### config.mk
export PLATFORM = sky130hd
export DESIGN_NAME = nur_cache_replacement
export DESIGN_NICKNAME = d
export VERILOG_FILES = /design/src/rtl/nur_pkg.sv /design/src/rtl/nur_cache_replacement.sv /design/src/rtl/nur_ctrl.sv /design/src/rtl/nur_dpath.sv
export SDC_FILE = /design/constraint.sdc
export NUM_CORES = 1
export LEC_CHECK = 0
export ABC_AREA = 1
export BUFFER_PORTS_ARGS = -buffer_cell sky130_fd_sc_hd__buf_2
export CORE_ASPECT_RATIO = 1.2
export CORE_UTILIZATION = 45
export CTS_CLUSTER_SIZE = 8
export DETAILED_ROUTE_END_ITERATION = 8
export PLACE_DENSITY = 0.66
export SKIP_CTS_REPAIR_TIMING = 1
export SYNTH_ARGS = -nofsm -noshare
export SYNTH_HDL_FRONTEND = slang
export SYNTH_HIERARCHICAL = 1
export SYNTH_SLANG_ARGS = --single-unit
### constraint.sdc
create_clock -name clock -period 2.8 [get_ports clock]
set_input_delay 0.14 -clock clock [delete_from_list [all_inputs] [get_ports clock]]
set_output_delay 0.14 -clock clock [all_outputs]
set_load 0.01 [all_outputs]
### src/rtl/nur_pkg.sv
// ----------------------------------------------------------------------------
// nur_pkg: shared definitions for the NUR replacement block
// Operation codes, field widths, register map and the command and status
// bundles that pass between the controller and the datapath.
// ----------------------------------------------------------------------------
package nur_pkg;

   localparam int NUM_BLOCKS_DEFAULT = 16;

   localparam int OP_W    = 2;
   localparam int INDEX_W = 4;
   localparam int CLASS_W = 2;
   localparam int COUNT_W = 16;

   localparam int REQ_DATA_W = 8;
   localparam int RSP_DATA_W = 8;

   localparam int CSR_ADDR_W = 2;
   localparam int CSR_DATA_W = 32;

   localparam logic [OP_W-1:0] OP_READ       = 2'd0;
   localparam logic [OP_W-1:0] OP_WRITE      = 2'd1;
   localparam logic [OP_W-1:0] OP_REPLACE    = 2'd2;
   localparam logic [OP_W-1:0] OP_INVALIDATE = 2'd3;

   // Worst class plus one, used to seed the minimum search.
   localparam logic [CLASS_W:0] CLASS_NONE = 3'd4;

   typedef struct packed {
      logic access;      // count an access and set R on the addressed block
      logic write;       // with access: also set M
      logic invalidate;  // clear all flags and the counter
      logic load_zero;   // load an all-zero result into the output register
      logic scan_start;  // reset the scan index and the search registers
      logic scan_step;   // examine one block header
      logic commit;      // load the victim result and claim the block
   } cmd_type;

   typedef struct packed {
      logic scan_last;   // scan index points at the last block
   } status_type;

endpackage

### src/rtl/nur_cache_replacement.sv
// ----------------------------------------------------------------------------
// nur_cache_replacement: not-recently-used victim selection
// Tracks valid, referenced and modified bits per cache block and picks a
// replacement victim on request.
//
//   Channel | Direction | Content
//   req_    | in        | tdata[1:0] operation, tdata[5:2] block_index
//   rsp_    | out       | tdata[3:0] victim_index, [4] was_free, [6:5] class
//   csr_    | in/out    | register 0 at byte 0: clear_interval[15:0]
//
// Read, write and invalidate items load their result into the output
// register at acceptance.
// A replace request runs the header scan, which examines one block per cycle.
// The next item is accepted once no replace scan runs and the output register is empty or being taken.
// Synchronous reset clears all block flags, the access counter and the
// interval register; no clearing pass follows.
// ----------------------------------------------------------------------------
module nur_cache_replacement
   import nur_pkg::*;
#(
   parameter int NUM_BLOCKS = NUM_BLOCKS_DEFAULT
)
(
   input  logic                  clock,
   input  logic                  reset,
   input  logic                  req_tvalid,
   output logic                  req_tready,
   input  logic [REQ_DATA_W-1:0] req_tdata,   // [1:0] operation, [5:2] block_index
   output logic                  rsp_tvalid,
   input  logic                  rsp_tready,
   output logic [RSP_DATA_W-1:0] rsp_tdata,   // [3:0] victim_index, [4] victim_was_free,
                                              // [6:5] victim_class
   input  logic                  csr_psel,
   input  logic                  csr_penable,
   input  logic                  csr_pwrite,
   input  logic [CSR_ADDR_W-1:0] csr_paddr,
   input  logic [CSR_DATA_W-1:0] csr_pwdata,
   output logic [CSR_DATA_W-1:0] csr_prdata,
   output logic                  csr_pready
);

   cmd_type            cmd;
   status_type         status;
   logic [OP_W-1:0]    req_operation;
   logic [INDEX_W-1:0] req_block_index;
   logic [INDEX_W-1:0] rsp_victim_index;
   logic               rsp_victim_was_free;
   logic [CLASS_W-1:0] rsp_victim_class;
   logic [COUNT_W-1:0] clear_interval_ff, clear_interval_in;
   logic               csr_write;

   assign req_operation   = req_tdata[OP_W-1:0];
   assign req_block_index = req_tdata[OP_W+INDEX_W-1:OP_W];

   assign rsp_tdata = {1'b0, rsp_victim_class, rsp_victim_was_free, rsp_victim_index};

   // A single register: every address within the port decodes to it.
   assign csr_pready = 1'b1;
   assign csr_write  = csr_psel && csr_penable && csr_pwrite && csr_pready
                       && (csr_paddr[CSR_ADDR_W-1:0] == csr_paddr);
   assign csr_prdata = {{(CSR_DATA_W-COUNT_W){1'b0}}, clear_interval_ff};

   assign clear_interval_in = csr_write ? csr_pwdata[COUNT_W-1:0] : clear_interval_ff;

   always_ff @(posedge clock) begin
      if (reset) begin
         clear_interval_ff <= '0;
      end else begin
         clear_interval_ff <= clear_interval_in;
      end
   end

   nur_ctrl u_ctrl (
      .clock      (clock),
      .reset      (reset),
      .req_tvalid (req_tvalid),
      .req_tready (req_tready),
      .req_op     (req_operation),
      .rsp_tvalid (rsp_tvalid),
      .rsp_tready (rsp_tready),
      .status     (status),
      .cmd        (cmd)
   );

   nur_dpath #(
      .NUM_BLOCKS (NUM_BLOCKS)
   ) u_dpath (
      .clock               (clock),
      .reset               (reset),
      .cmd                 (cmd),
      .status              (status),
      .req_block_index     (req_block_index),
      .clear_interval      (clear_interval_ff),
      .rsp_victim_index    (rsp_victim_index),
      .rsp_victim_was_free (rsp_victim_was_free),
      .rsp_victim_class    (rsp_victim_class)
   );

endmodule

### src/rtl/nur_ctrl.sv
// ----------------------------------------------------------------------------
// nur_ctrl: sequencing for the NUR replacement block
// Accepts items, steps the header scan of a replace request and owns the
// valid flag of the output register.
// ----------------------------------------------------------------------------
module nur_ctrl
   import nur_pkg::*;
(
   input  logic            clock,
   input  logic            reset,
   input  logic            req_tvalid,
   output logic            req_tready,
   input  logic [OP_W-1:0] req_op,
   output logic            rsp_tvalid,
   input  logic            rsp_tready,
   input  status_type      status,
   output cmd_type         cmd
);

   localparam logic [1:0] ST_IDLE = 2'd0;
   localparam logic [1:0] ST_SCAN = 2'd1;
   localparam logic [1:0] ST_DONE = 2'd2;

   logic [1:0] state_ff, state_in;
   logic       out_valid_ff, out_valid_in;
   logic       slot_free;
   logic       accept;
   logic       load;

   assign slot_free  = !out_valid_ff || rsp_tready;
   assign req_tready = (state_ff == ST_IDLE) && slot_free;
   assign accept     = req_tvalid && req_tready;
   assign rsp_tvalid = out_valid_ff;

   always_comb begin
      state_in = state_ff;
      cmd      = '0;
      unique case (state_ff)
         ST_IDLE: begin
            if (accept) begin
               unique case (req_op) inside
                  OP_READ, OP_WRITE: begin
                     cmd.access    = 1'b1;
                     cmd.write     = (req_op == OP_WRITE);
                     cmd.load_zero = 1'b1;
                  end
                  OP_REPLACE: begin
                     cmd.scan_start = 1'b1;
                     state_in       = ST_SCAN;
                  end
                  default: begin
                     cmd.invalidate = 1'b1;
                     cmd.load_zero  = 1'b1;
                  end
               endcase
            end
         end
         ST_SCAN: begin
            cmd.scan_step = 1'b1;
            if (status.scan_last) begin
               state_in = ST_DONE;
            end
         end
         ST_DONE: begin
            if (slot_free) begin
               cmd.commit = 1'b1;
               state_in   = ST_IDLE;
            end
         end
         default: begin
            state_in = ST_IDLE;
         end
      endcase
   end

   assign load = cmd.load_zero || cmd.commit;

   always_comb begin
      if (load) begin
         out_valid_in = 1'b1;
      end else if (rsp_tready) begin
         out_valid_in = 1'b0;
      end else begin
         out_valid_in = out_valid_ff;
      end
   end

   always_ff @(posedge clock) begin
      if (reset) begin
         state_ff     <= ST_IDLE;
         out_valid_ff <= 1'b0;
      end else begin
         state_ff     <= state_in;
         out_valid_ff <= out_valid_in;
      end
   end

`ifndef SYNTHESIS
   a_replace_blocks_input: assert property (@(posedge clock) disable iff (reset)
      (accept && req_op == OP_REPLACE) |=> !req_tready)
      else $error("input taken while a replace scan runs");

   a_commit_shows_result: assert property (@(posedge clock) disable iff (reset)
      cmd.commit |=> rsp_tvalid)
      else $error("replace result not presented after commit");

   a_scan_leaves_cleanly: assert property (@(posedge clock) disable iff (reset)
      (state_ff == ST_SCAN) |=> (state_ff == ST_SCAN || state_ff == ST_DONE))
      else $error("scan left without reaching the result state");
`endif

endmodule

### src/rtl/nur_dpath.sv
// ----------------------------------------------------------------------------
// nur_dpath: block flags, access counter, header scan and result register
// Holds valid, referenced and modified bits per block, scans one block per
// cycle for a victim and keeps the result until it is taken.
// ----------------------------------------------------------------------------
module nur_dpath
   import nur_pkg::*;
#(
   parameter int NUM_BLOCKS = NUM_BLOCKS_DEFAULT
)
(
   input  logic               clock,
   input  logic               reset,
   input  cmd_type            cmd,
   output status_type         status,
   input  logic [INDEX_W-1:0] req_block_index,
   input  logic [COUNT_W-1:0] clear_interval,
   output logic [INDEX_W-1:0] rsp_victim_index,
   output logic               rsp_victim_was_free,
   output logic [CLASS_W-1:0] rsp_victim_class
);

   localparam int IDX_W = $clog2(NUM_BLOCKS);
   localparam logic [IDX_W-1:0] LAST_IDX = IDX_W'(NUM_BLOCKS - 1);

   logic [NUM_BLOCKS-1:0] valid_ff, valid_in;
   logic [NUM_BLOCKS-1:0] ref_ff, ref_in;
   logic [NUM_BLOCKS-1:0] mod_ff, mod_in;
   logic [COUNT_W-1:0]    count_ff, count_in;

   logic [IDX_W-1:0]   scan_idx_ff, scan_idx_in;
   logic               free_found_ff, free_found_in;
   logic [IDX_W-1:0]   free_idx_ff, free_idx_in;
   logic [CLASS_W:0]   best_class_ff, best_class_in;
   logic [IDX_W-1:0]   best_idx_ff, best_idx_in;

   logic [INDEX_W-1:0] victim_index_ff, victim_index_in;
   logic               victim_free_ff, victim_free_in;
   logic [CLASS_W-1:0] victim_class_ff, victim_class_in;

   logic [COUNT_W-1:0] count_inc;
   logic               clear_ref;
   logic               in_range;
   logic [IDX_W-1:0]   access_idx;
   logic [CLASS_W-1:0] scan_class;
   logic [IDX_W-1:0]   victim_idx;

   assign count_inc  = count_ff + COUNT_W'(1);
   assign clear_ref  = (clear_interval != '0) && (count_inc >= clear_interval);
   assign in_range   = (32'(req_block_index) < NUM_BLOCKS);
   assign access_idx = IDX_W'(req_block_index);
   assign scan_class = {ref_ff[scan_idx_ff], mod_ff[scan_idx_ff]};
   assign victim_idx = free_found_ff ? free_idx_ff : best_idx_ff;

   assign status.scan_last = (scan_idx_ff == LAST_IDX);

   // Flag and counter updates.
   always_comb begin
      valid_in = valid_ff;
      ref_in   = ref_ff;
      mod_in   = mod_ff;
      count_in = count_ff;
      if (cmd.access) begin
         // The periodic clear happens before the new reference is recorded.
         if (clear_ref) begin
            ref_in   = '0;
            count_in = '0;
         end else begin
            count_in = count_inc;
         end
         if (in_range) begin
            ref_in[access_idx] = 1'b1;
            if (cmd.write) begin
               mod_in[access_idx] = 1'b1;
            end
         end
      end
      if (cmd.invalidate) begin
         valid_in = '0;
         ref_in   = '0;
         mod_in   = '0;
         count_in = '0;
      end
      if (cmd.commit) begin
         valid_in[victim_idx] = 1'b1;
         ref_in[victim_idx]   = 1'b0;
         mod_in[victim_idx]   = 1'b0;
      end
   end

   // Victim search, one block header per cycle.
   always_comb begin
      scan_idx_in   = scan_idx_ff;
      free_found_in = free_found_ff;
      free_idx_in   = free_idx_ff;
      best_class_in = best_class_ff;
      best_idx_in   = best_idx_ff;
      if (cmd.scan_start) begin
         scan_idx_in   = '0;
         free_found_in = 1'b0;
         free_idx_in   = '0;
         best_class_in = CLASS_NONE;
         best_idx_in   = '0;
      end else if (cmd.scan_step) begin
         scan_idx_in = scan_idx_ff + IDX_W'(1);
         if (!valid_ff[scan_idx_ff] && !free_found_ff) begin
            free_found_in = 1'b1;
            free_idx_in   = scan_idx_ff;
         end
         // Strict compare keeps the lowest index among equal classes.
         if ({1'b0, scan_class} < best_class_ff) begin
            best_class_in = {1'b0, scan_class};
            best_idx_in   = scan_idx_ff;
         end
      end
   end

   always_comb begin
      victim_index_in = victim_index_ff;
      victim_free_in  = victim_free_ff;
      victim_class_in = victim_class_ff;
      if (cmd.load_zero) begin
         victim_index_in = '0;
         victim_free_in  = 1'b0;
         victim_class_in = '0;
      end else if (cmd.commit) begin
         victim_index_in = INDEX_W'(victim_idx);
         victim_free_in  = free_found_ff;
         victim_class_in = free_found_ff ? '0 : best_class_ff[CLASS_W-1:0];
      end
   end

   always_ff @(posedge clock) begin
      if (reset) begin
         valid_ff <= '0;
         ref_ff   <= '0;
         mod_ff   <= '0;
         count_ff <= '0;
      end else begin
         valid_ff <= valid_in;
         ref_ff   <= ref_in;
         mod_ff   <= mod_in;
         count_ff <= count_in;
      end
   end

   always_ff @(posedge clock) begin
      scan_idx_ff     <= scan_idx_in;
      free_found_ff   <= free_found_in;
      free_idx_ff     <= free_idx_in;
      best_class_ff   <= best_class_in;
      best_idx_ff     <= best_idx_in;
      victim_index_ff <= victim_index_in;
      victim_free_ff  <= victim_free_in;
      victim_class_ff <= victim_class_in;
   end

   assign rsp_victim_index    = victim_index_ff;
   assign rsp_victim_was_free = victim_free_ff;
   assign rsp_victim_class    = victim_class_ff;

`ifndef SYNTHESIS
   a_invalidate_clears: assert property (@(posedge clock) disable iff (reset)
      cmd.invalidate |=> (valid_ff == '0 && ref_ff == '0 && mod_ff == '0))
      else $error("flags not cleared by invalidate");

   a_commit_claims: assert property (@(posedge clock) disable iff (reset)
      cmd.commit |=> (valid_ff != '0))
      else $error("no block valid after a replace");

   a_scan_starts_at_zero: assert property (@(posedge clock) disable iff (reset)
      cmd.scan_start |=> (scan_idx_ff == '0 && !free_found_ff))
      else $error("scan did not start from the first block");
`endif

endmodule

==> summary.md, run 1 <==
| Metric | Value |
|---|---|
| Outcome | completed |
| Layout area overhead | 12.9% |
| Antenna-violating nets left | 0 |
| Hold-critical path depth | 3 |
| CTS root buffer | sky130_fd_sc_hd__clkbuf_16 |
| Worst-Margin Slew | 0.839 ns |
| Placed Area | 6080 um2 |
| Worst clock skew | 0.0109 ns |
| Hold Crit Class | in -> reg |
| Residual DRC | 0 |
| Post-synth design cell area | 5680 um2 |
| Fraction of post-synthesis cell area in the top cell type by area | 0.374 |
| Top cells by area in the synthesized netlist | sky130_fd_sc_hd__dfxtp_1 37%, sky130_fd_sc_hd__nand2_1 14%, sky130_fd_sc_hd__inv_1 7.8% |
| Final setup viols | 0 |
| Cell count of the worst reg-to-reg path | 15 |
| Worst setup path start | u_dpath/count_ff[5]$_SDFFE_PP0P_ |
| R2R Path Start | u_dpath/count_ff[5]$_SDFFE_PP0P_ |
| First-pass DRT Iterations | 4 |
| Warning count from the yosys run | 6 |
| Type of the worst setup path | reg -> reg |
| Power density over the cells | 628 nW/um2 |
| Portion of the clock cycle consumed by the worst path in the final layout | 0.918 |
| Global routing usage on met2 | 0.400 |
| IO Port Bufs | 53 |
| Sequential cell area fraction in the yosys report | 0.374 |
| Syn Inst Count | 850 |
| Core box area | 12200 um2 |
| Total Power Consumption | 4.02 mW |
| CP required | 3.06 ns |
| Max-slew violations | 0 |
| Total global routing overflow | 0 |
| Overall global routing resource usage | 0.223 |
| Gp weighted congestion | 0.840 |
| Iter 0 DRT Violations | 195 |
| Worst reg2reg endpoint | u_dpath/count_ff[11]$_SDFFE_PP0P_ |
| Maximum VDD drop | 0.385 mV |
| Fmax | 0.389 GHz |
| Via count | 5208 |
| Clock tree from TritonCTS | built |
| Overall die area | 13100 um2 |
| Type of origin of the critical path | flop |
| Final HPWL from detailed placement | 10400 um |
| Number of register bits inferred by synthesis | 106 |
| Number of primary I/O pins | 92 |
| Global routing met1 resource utilization | 0.255 |
| Std-Cell Rows | 44 |
| Layout cell share with drive strength beyond 1 | 0.139 |
| Initial antenna violation count | 0 |
| CP Capture Point | u_dpath/count_ff[11]$_SDFFE_PP0P_ |
| Max Root-Sink Buffers | 2 |
| Endpoints failing hold | 0 |
| Number of global-route vias before repair | 5082 |
| Min cycle time layout | 2.57 ns |
| Antenna cells | 0 |
| Final WL | 13900 um |
| Initial standard-cell utilization of the core | 0.465 |
| Arrival time at the worst endpoint | 2.83 ns |
| Met3 layer usage reported by global route | 0.0318 |
| Post-Layout Inst Area | 6410 um2 |
| Largest net degree at the start of global routing | 33 |
| Avg Cell Area, Syn | 6.68 um2 |
| Biggest area consumer among synthesized cells | sky130_fd_sc_hd__dfxtp_1 |
| Setup slack of the most critical reg-to-reg path | 0.23 ns |
| Chip Height | 125 um |
| TritonCTS sink count | 106 |
| Rel. slew slack | 0.440 |
| Detailed-route wire length per cell | 13.0 um |
| Max Fanout on Critical Path | 7 |
| Final net count | 969 |
| Leakage dissipation | 2.96 nW |
| Clock slew at the register clock pins of the worst setup and hold paths | 0.07 ns |
| Insertion delay of the later-clocked pin in the worst-skew pair | 0.35 ns |
| Per-cell via count in the routed design | 4.88 |
| Final TNS setup | 0 ns |
| Hold Startpoint | csr_pwdata[2] |
| Number of buffers created by CTS | 9 |
| Number of library cell types mapped by synthesis | 38 |
| Global routing's busiest layer | met2 |
| Die Width | 105 um |
| H-tree lvl count | 3 |
| Setup crit end kind | flop |
| Wire length of the first global-routing pass | 23500 um |
| Max Cap Viol | 0 |
==> cell usage after synthesis (all sizes together) <==
| cell type | number |
|---|---|
| nand2 | 212 |
| inv | 124 |
| nor2 | 112 |
| dfxtp | 106 |
| a21oi | 74 |
| nand3 | 52 |
| o21ai | 37 |
| buf | 34 |
| ha | 19 |
| clkbuf | 14 |
| nand4 | 12 |
| nor3 | 11 |
| xor2 | 10 |
| o22ai | 8 |
| xnor2 | 6 |
| nor4 | 4 |
| o211ai | 3 |
| or2 | 3 |
| conb | 2 |
| nand3b | 2 |
| and3 | 1 |
| clkinv | 1 |
| o2111ai | 1 |
| o21a | 1 |
| o21bai | 1 |
==> cell usage in the layout, fill, tap and decap left out, types with 9 or more instances in the layout <==
cell type,Yosys,layout
sky130_fd_sc_hd__buf_4,24,16
sky130_fd_sc_hd__inv_1,118,118
sky130_fd_sc_hd__a21oi_1,73,71
sky130_fd_sc_hd__buf_2,6,53
sky130_fd_sc_hd__o21ai_1,11,11
sky130_fd_sc_hd__nor2_1,108,108
sky130_fd_sc_hd__o21ai_0,23,23
sky130_fd_sc_hd__ha_1,19,19
sky130_fd_sc_hd__nand3_1,48,48
sky130_fd_sc_hd__dfxtp_1,106,99
sky130_fd_sc_hd__conb_1,2,18
sky130_fd_sc_hd__clkbuf_16,0,9
sky130_fd_sc_hd__nand2_1,208,207
sky130_fd_sc_hd__nand4_1,12,12
==> critical path: stages (launching register included) <==
cell                      delay, ns
sky130_fd_sc_hd__dfxtp_2       0.38
sky130_fd_sc_hd__nand4_1       0.16
sky130_fd_sc_hd__nor2_4        0.18
sky130_fd_sc_hd__nand2_2       0.09
sky130_fd_sc_hd__nor2_4        0.13
sky130_fd_sc_hd__nand2_1       0.10
sky130_fd_sc_hd__xor2_2        0.16
sky130_fd_sc_hd__ha_1          0.29
sky130_fd_sc_hd__a21oi_1       0.15
sky130_fd_sc_hd__o21ai_0       0.09
sky130_fd_sc_hd__a21oi_1       0.15
sky130_fd_sc_hd__nand3_1       0.14
sky130_fd_sc_hd__nand2_2       0.10
sky130_fd_sc_hd__buf_4         0.15
sky130_fd_sc_hd__nand3_1       0.07
sky130_fd_sc_hd__a21oi_1       0.14
==> layout make-up <==
class / instances / area [um2]
repair buffers: 72 / 437
flip-flops and latches: 106 / 2130
fillers: 1300 / 5810
multi-input cells: 587 / 2890
well taps: 161 / 201
clock buffers: 10 / 239
clock inverters: 6 / 42.5
inverters: 125 / 469
==> state kept, by name, summed over array words and instances, names as in the netlist, 2 cells and up <==
register	cells
u_dpath/ref_ff	16
u_dpath/best_idx_ff	4
u_dpath/best_class_ff	3
u_dpath/scan_idx_ff	4
u_dpath/rsp_victim_class	2
u_dpath/rsp_victim_index	4
clear_interval_ff	16
u_dpath/free_idx_ff	4
u_dpath/mod_ff	16
u_ctrl/state_ff	2
u_dpath/count_ff	16
u_dpath/valid_ff	16
==> report_power, final <==
part / internal, mW / leakage [nW] / total, mW / switching (mW)
clock: 0.628 / 0.134 / 1.20 / 0.572
combinational: 0.362 / 1.96 / 1.09 / 0.730
sequential: 1.62 / 0.864 / 1.73 / 0.115
total: 2.61 / 2.96 / 4.02 / 1.42
==> worst min path at each step <==
stage / to
after floorplan: u_ctrl/rsp_tvalid$_SDFFE_PP0P_
after global placement: clear_interval_ff[13]$_SDFFE_PP0P_
after detailed placement: clear_interval_ff[7]$_SDFFE_PP0P_
after CTS: clear_interval_ff[7]$_SDFFE_PP0P_
after global routing: clear_interval_ff[3]$_SDFFE_PP0P_
final: clear_interval_ff[2]$_SDFFE_PP0P_
==> cell families (layout without fill, tap and decap cells) <==
family / count (synthesis) / count (layout) / synth area share
compound gates: 125 / 125 / 0.117
flops: 106 / 106 / 0.374
buf+inv: 173 / 213 / 0.136
xor+xnor: 16 / 16 / 0.0247
other cells: 2 / 18 / 0.00132
simple gates: 409 / 409 / 0.305
fa+ha+maj: 19 / 19 / 0.0419
==> per-layer routing <==
layer  wire (um)  part of all wire
met4         473             0.034
met1        5990              0.43
met3         452             0.033
met5           0                 0
met2        6940              0.50
==> stage by stage <==
step                utilization  hold WS (ns)  std cells  setup WS [ns]
global route              0.525        0.0230       1067        -0.0129
global placement          0.497         0.363       1051          0.187
floorplan                     -         0.209        866          0.302
detailed placement        0.497         0.366       1051          0.160
finish                    0.525        0.0128       1067          0.231
CTS                       0.520     -0.000234       1067          0.133
Power figures use the tool's default switching activity.
==> inputs of run 2 (changes only) <==
Settings changed: PLACE_DENSITY 0.66 to 0.62.
==> run 2 against run 1 <==
Net effect: cell count is essentially flat; combinational power about the same; first-iteration DRC count rose by 14%; clock power increased by 8%; maximum frequency down 2.1%; largest cell class unchanged; die area did not move.
==> summary.md, run 2 (same netlist as run 1, synthesis figures left out) <==
| Metric | Value |
|---|---|
| H-tree lvl count | 3 |
| Combinational power share | 0.268 |
| Type of the worst setup path | reg -> reg |
| Total Power Consumption | 4.13 mW |
| Final HPWL from detailed placement | 10500 um |
| Worst-Margin Slew | 0.851 ns |
| Worst clock skew | 0.00844 ns |
| Initial standard-cell utilization of the core | 0.465 |
| Max Fanout on Critical Path | 7 |
| Portion of the clock cycle consumed by the worst path in the final layout | 0.938 |
| Largest net degree at the start of global routing | 33 |
| Final setup viols | 0 |
| Max Root-Sink Buffers | 2 |
| Most frequent standard cell in the layout excluding fill and tap cells | sky130_fd_sc_hd__nand2_1 |
| Type of origin of the critical path | flop |
| Hold Crit Class | in -> reg |
| Clock slew at the register clock pins of the worst setup and hold paths | 0.07 ns |
| IO Port Bufs | 53 |
| Via count | 5193 |
| Outcome | completed |
| Residual DRC | 0 |
| Final WL | 14200 um |
| Number of primary I/O pins | 92 |
| CP required | 3.00 ns |
| Most frequent cells in the layout | 207 x sky130_fd_sc_hd__nand2_1, 118 x sky130_fd_sc_hd__inv_1, 108 x sky130_fd_sc_hd__nor2_1, 102 x sky130_fd_sc_hd__dfxtp_1, 73 x sky130_fd_sc_hd__a21oi_1 |
| Gp weighted congestion | 0.891 |
| Internal power contribution | 2.70 mW |
| Clock network fraction of total power | 0.313 |
| Layout cell share with drive strength beyond 1 | 0.130 |
| Setup repair after global routing missed its margin | yes |
| Insertion delay of the later-clocked pin in the worst-skew pair | 0.35 ns |
| Number of global-route vias before repair | 4938 |
| Leakage dissipation | 2.96 nW |
| Arrival time at the worst endpoint | 2.83 ns |
| Maximum VDD drop | 0.334 mV |
| Antenna-violating nets left | 0 |
| Core box area | 12200 um2 |
| Switching Fraction | 0.345 |
| Layout area overhead | 12.9% |
| Power density over the cells | 644 nW/um2 |
| First-pass DRT Iterations | 5 |
| CTS root buffer | sky130_fd_sc_hd__clkbuf_16 |
| Total global routing overflow | 0 |
| Overall die area | 13100 um2 |
| Sequential group share of total power | 0.419 |
| Initial antenna violation count | 0 |
| Detailed-route wire length per cell | 13.4 um |
| Per-cell via count in the routed design | 4.87 |
| Number of buffers created by CTS | 9 |
| Rel. slew slack | 0.432 |
| Wire length of the first global-routing pass | 23700 um |
| NetSw | 1.42 mW |
| Max Cap Viol | 0 |
| TritonCTS sink count | 106 |
| Antenna cells | 0 |
| Endpoints failing hold | 0 |
| Clock tree from TritonCTS | built |
| Final net count | 968 |
| Min cycle time layout | 2.63 ns |
| Std-Cell Rows | 44 |
| Setup crit end kind | flop |
| Chip Height | 125 um |
| Die Width | 105 um |
| Final TNS setup | 0 ns |
| Fmax | 0.381 GHz |
| Overall global routing resource usage | 0.227 |
| Max-slew violations | 0 |
| Iter 0 DRT Violations | 222 |
run 2: final timing paths:
kind                            slack, ns                                  to  cells after the start                        startpoint
worst max-delay path                 0.17    u_dpath/count_ff[3]$_SDFFE_PP0P_                     15  u_dpath/count_ff[0]$_SDFFE_PP0P_
worst min-delay path                 0.01  clear_interval_ff[10]$_SDFFE_PP0P_                      3                    csr_pwdata[10]
worst max register to register       0.17    u_dpath/count_ff[3]$_SDFFE_PP0P_                     15  u_dpath/count_ff[0]$_SDFFE_PP0P_
worst min register to register       0.45      u_dpath/valid_ff[0]$_SDFF_PP0_                      2    u_dpath/valid_ff[0]$_SDFF_PP0_
run 2: final cells by class:
class / count / area (um2)
Clock buffer: 12 / 246
Timing Repair Buffer: 71 / 429
Fill cell: 1285 / 5810
Inverter: 125 / 469
Multi-Input combinational cell: 587 / 2880
Tap cell: 161 / 201
Clock inverter: 4 / 51.3
Sequential cell: 106 / 2130
run 2: layer usage:
metal	track usage	part of all wire
met1	0.269	0.43
met5	0	0
met4	0.0857	0.019
met2	0.414	0.52
met3	0.0255	0.035
run 2: metrics by stage:
stage	area (um2)	cells	setup WS, ns	util	hold slack [ns]
floorplan	5740	866	0.302	-	0.209
global placement	6060	1049	0.151	0.496	0.366
detailed placement	6060	1049	0.130	0.496	0.368
CTS	6360	1065	0.0911	0.520	0.00313
global route	6410	1066	0.00188	0.525	0.0264
finish	6410	1066	0.175	0.525	0.00985
run 2: power groups by stage:
stage          combinational [mW]  clock [mW]  sequential [mW]
2_1_floorplan               0.839           0             1.72
3_3_place_gp                 1.09           0             1.76
3_5_place_dp                 1.09           0             1.76
4_1_cts                      1.10        1.32             1.73
5_1_grt                      1.26        1.38             1.74
6_report                     1.11        1.29             1.73
run 2: critical path: stages (launching register included):
cell	delay [ns]
sky130_fd_sc_hd__dfxtp_4	0.36
sky130_fd_sc_hd__ha_1	0.21
sky130_fd_sc_hd__and3_1	0.21
sky130_fd_sc_hd__nand3b_1	0.12
sky130_fd_sc_hd__buf_4	0.13
sky130_fd_sc_hd__xor2_1	0.14
sky130_fd_sc_hd__inv_1	0.08
sky130_fd_sc_hd__ha_1	0.29
sky130_fd_sc_hd__nand4_1	0.08
sky130_fd_sc_hd__nor3_1	0.21
sky130_fd_sc_hd__nand3_1	0.11
sky130_fd_sc_hd__nand3_1	0.15
sky130_fd_sc_hd__nand2_2	0.08
sky130_fd_sc_hd__buf_4	0.17
sky130_fd_sc_hd__nand3_1	0.07
sky130_fd_sc_hd__a21oi_1	0.06
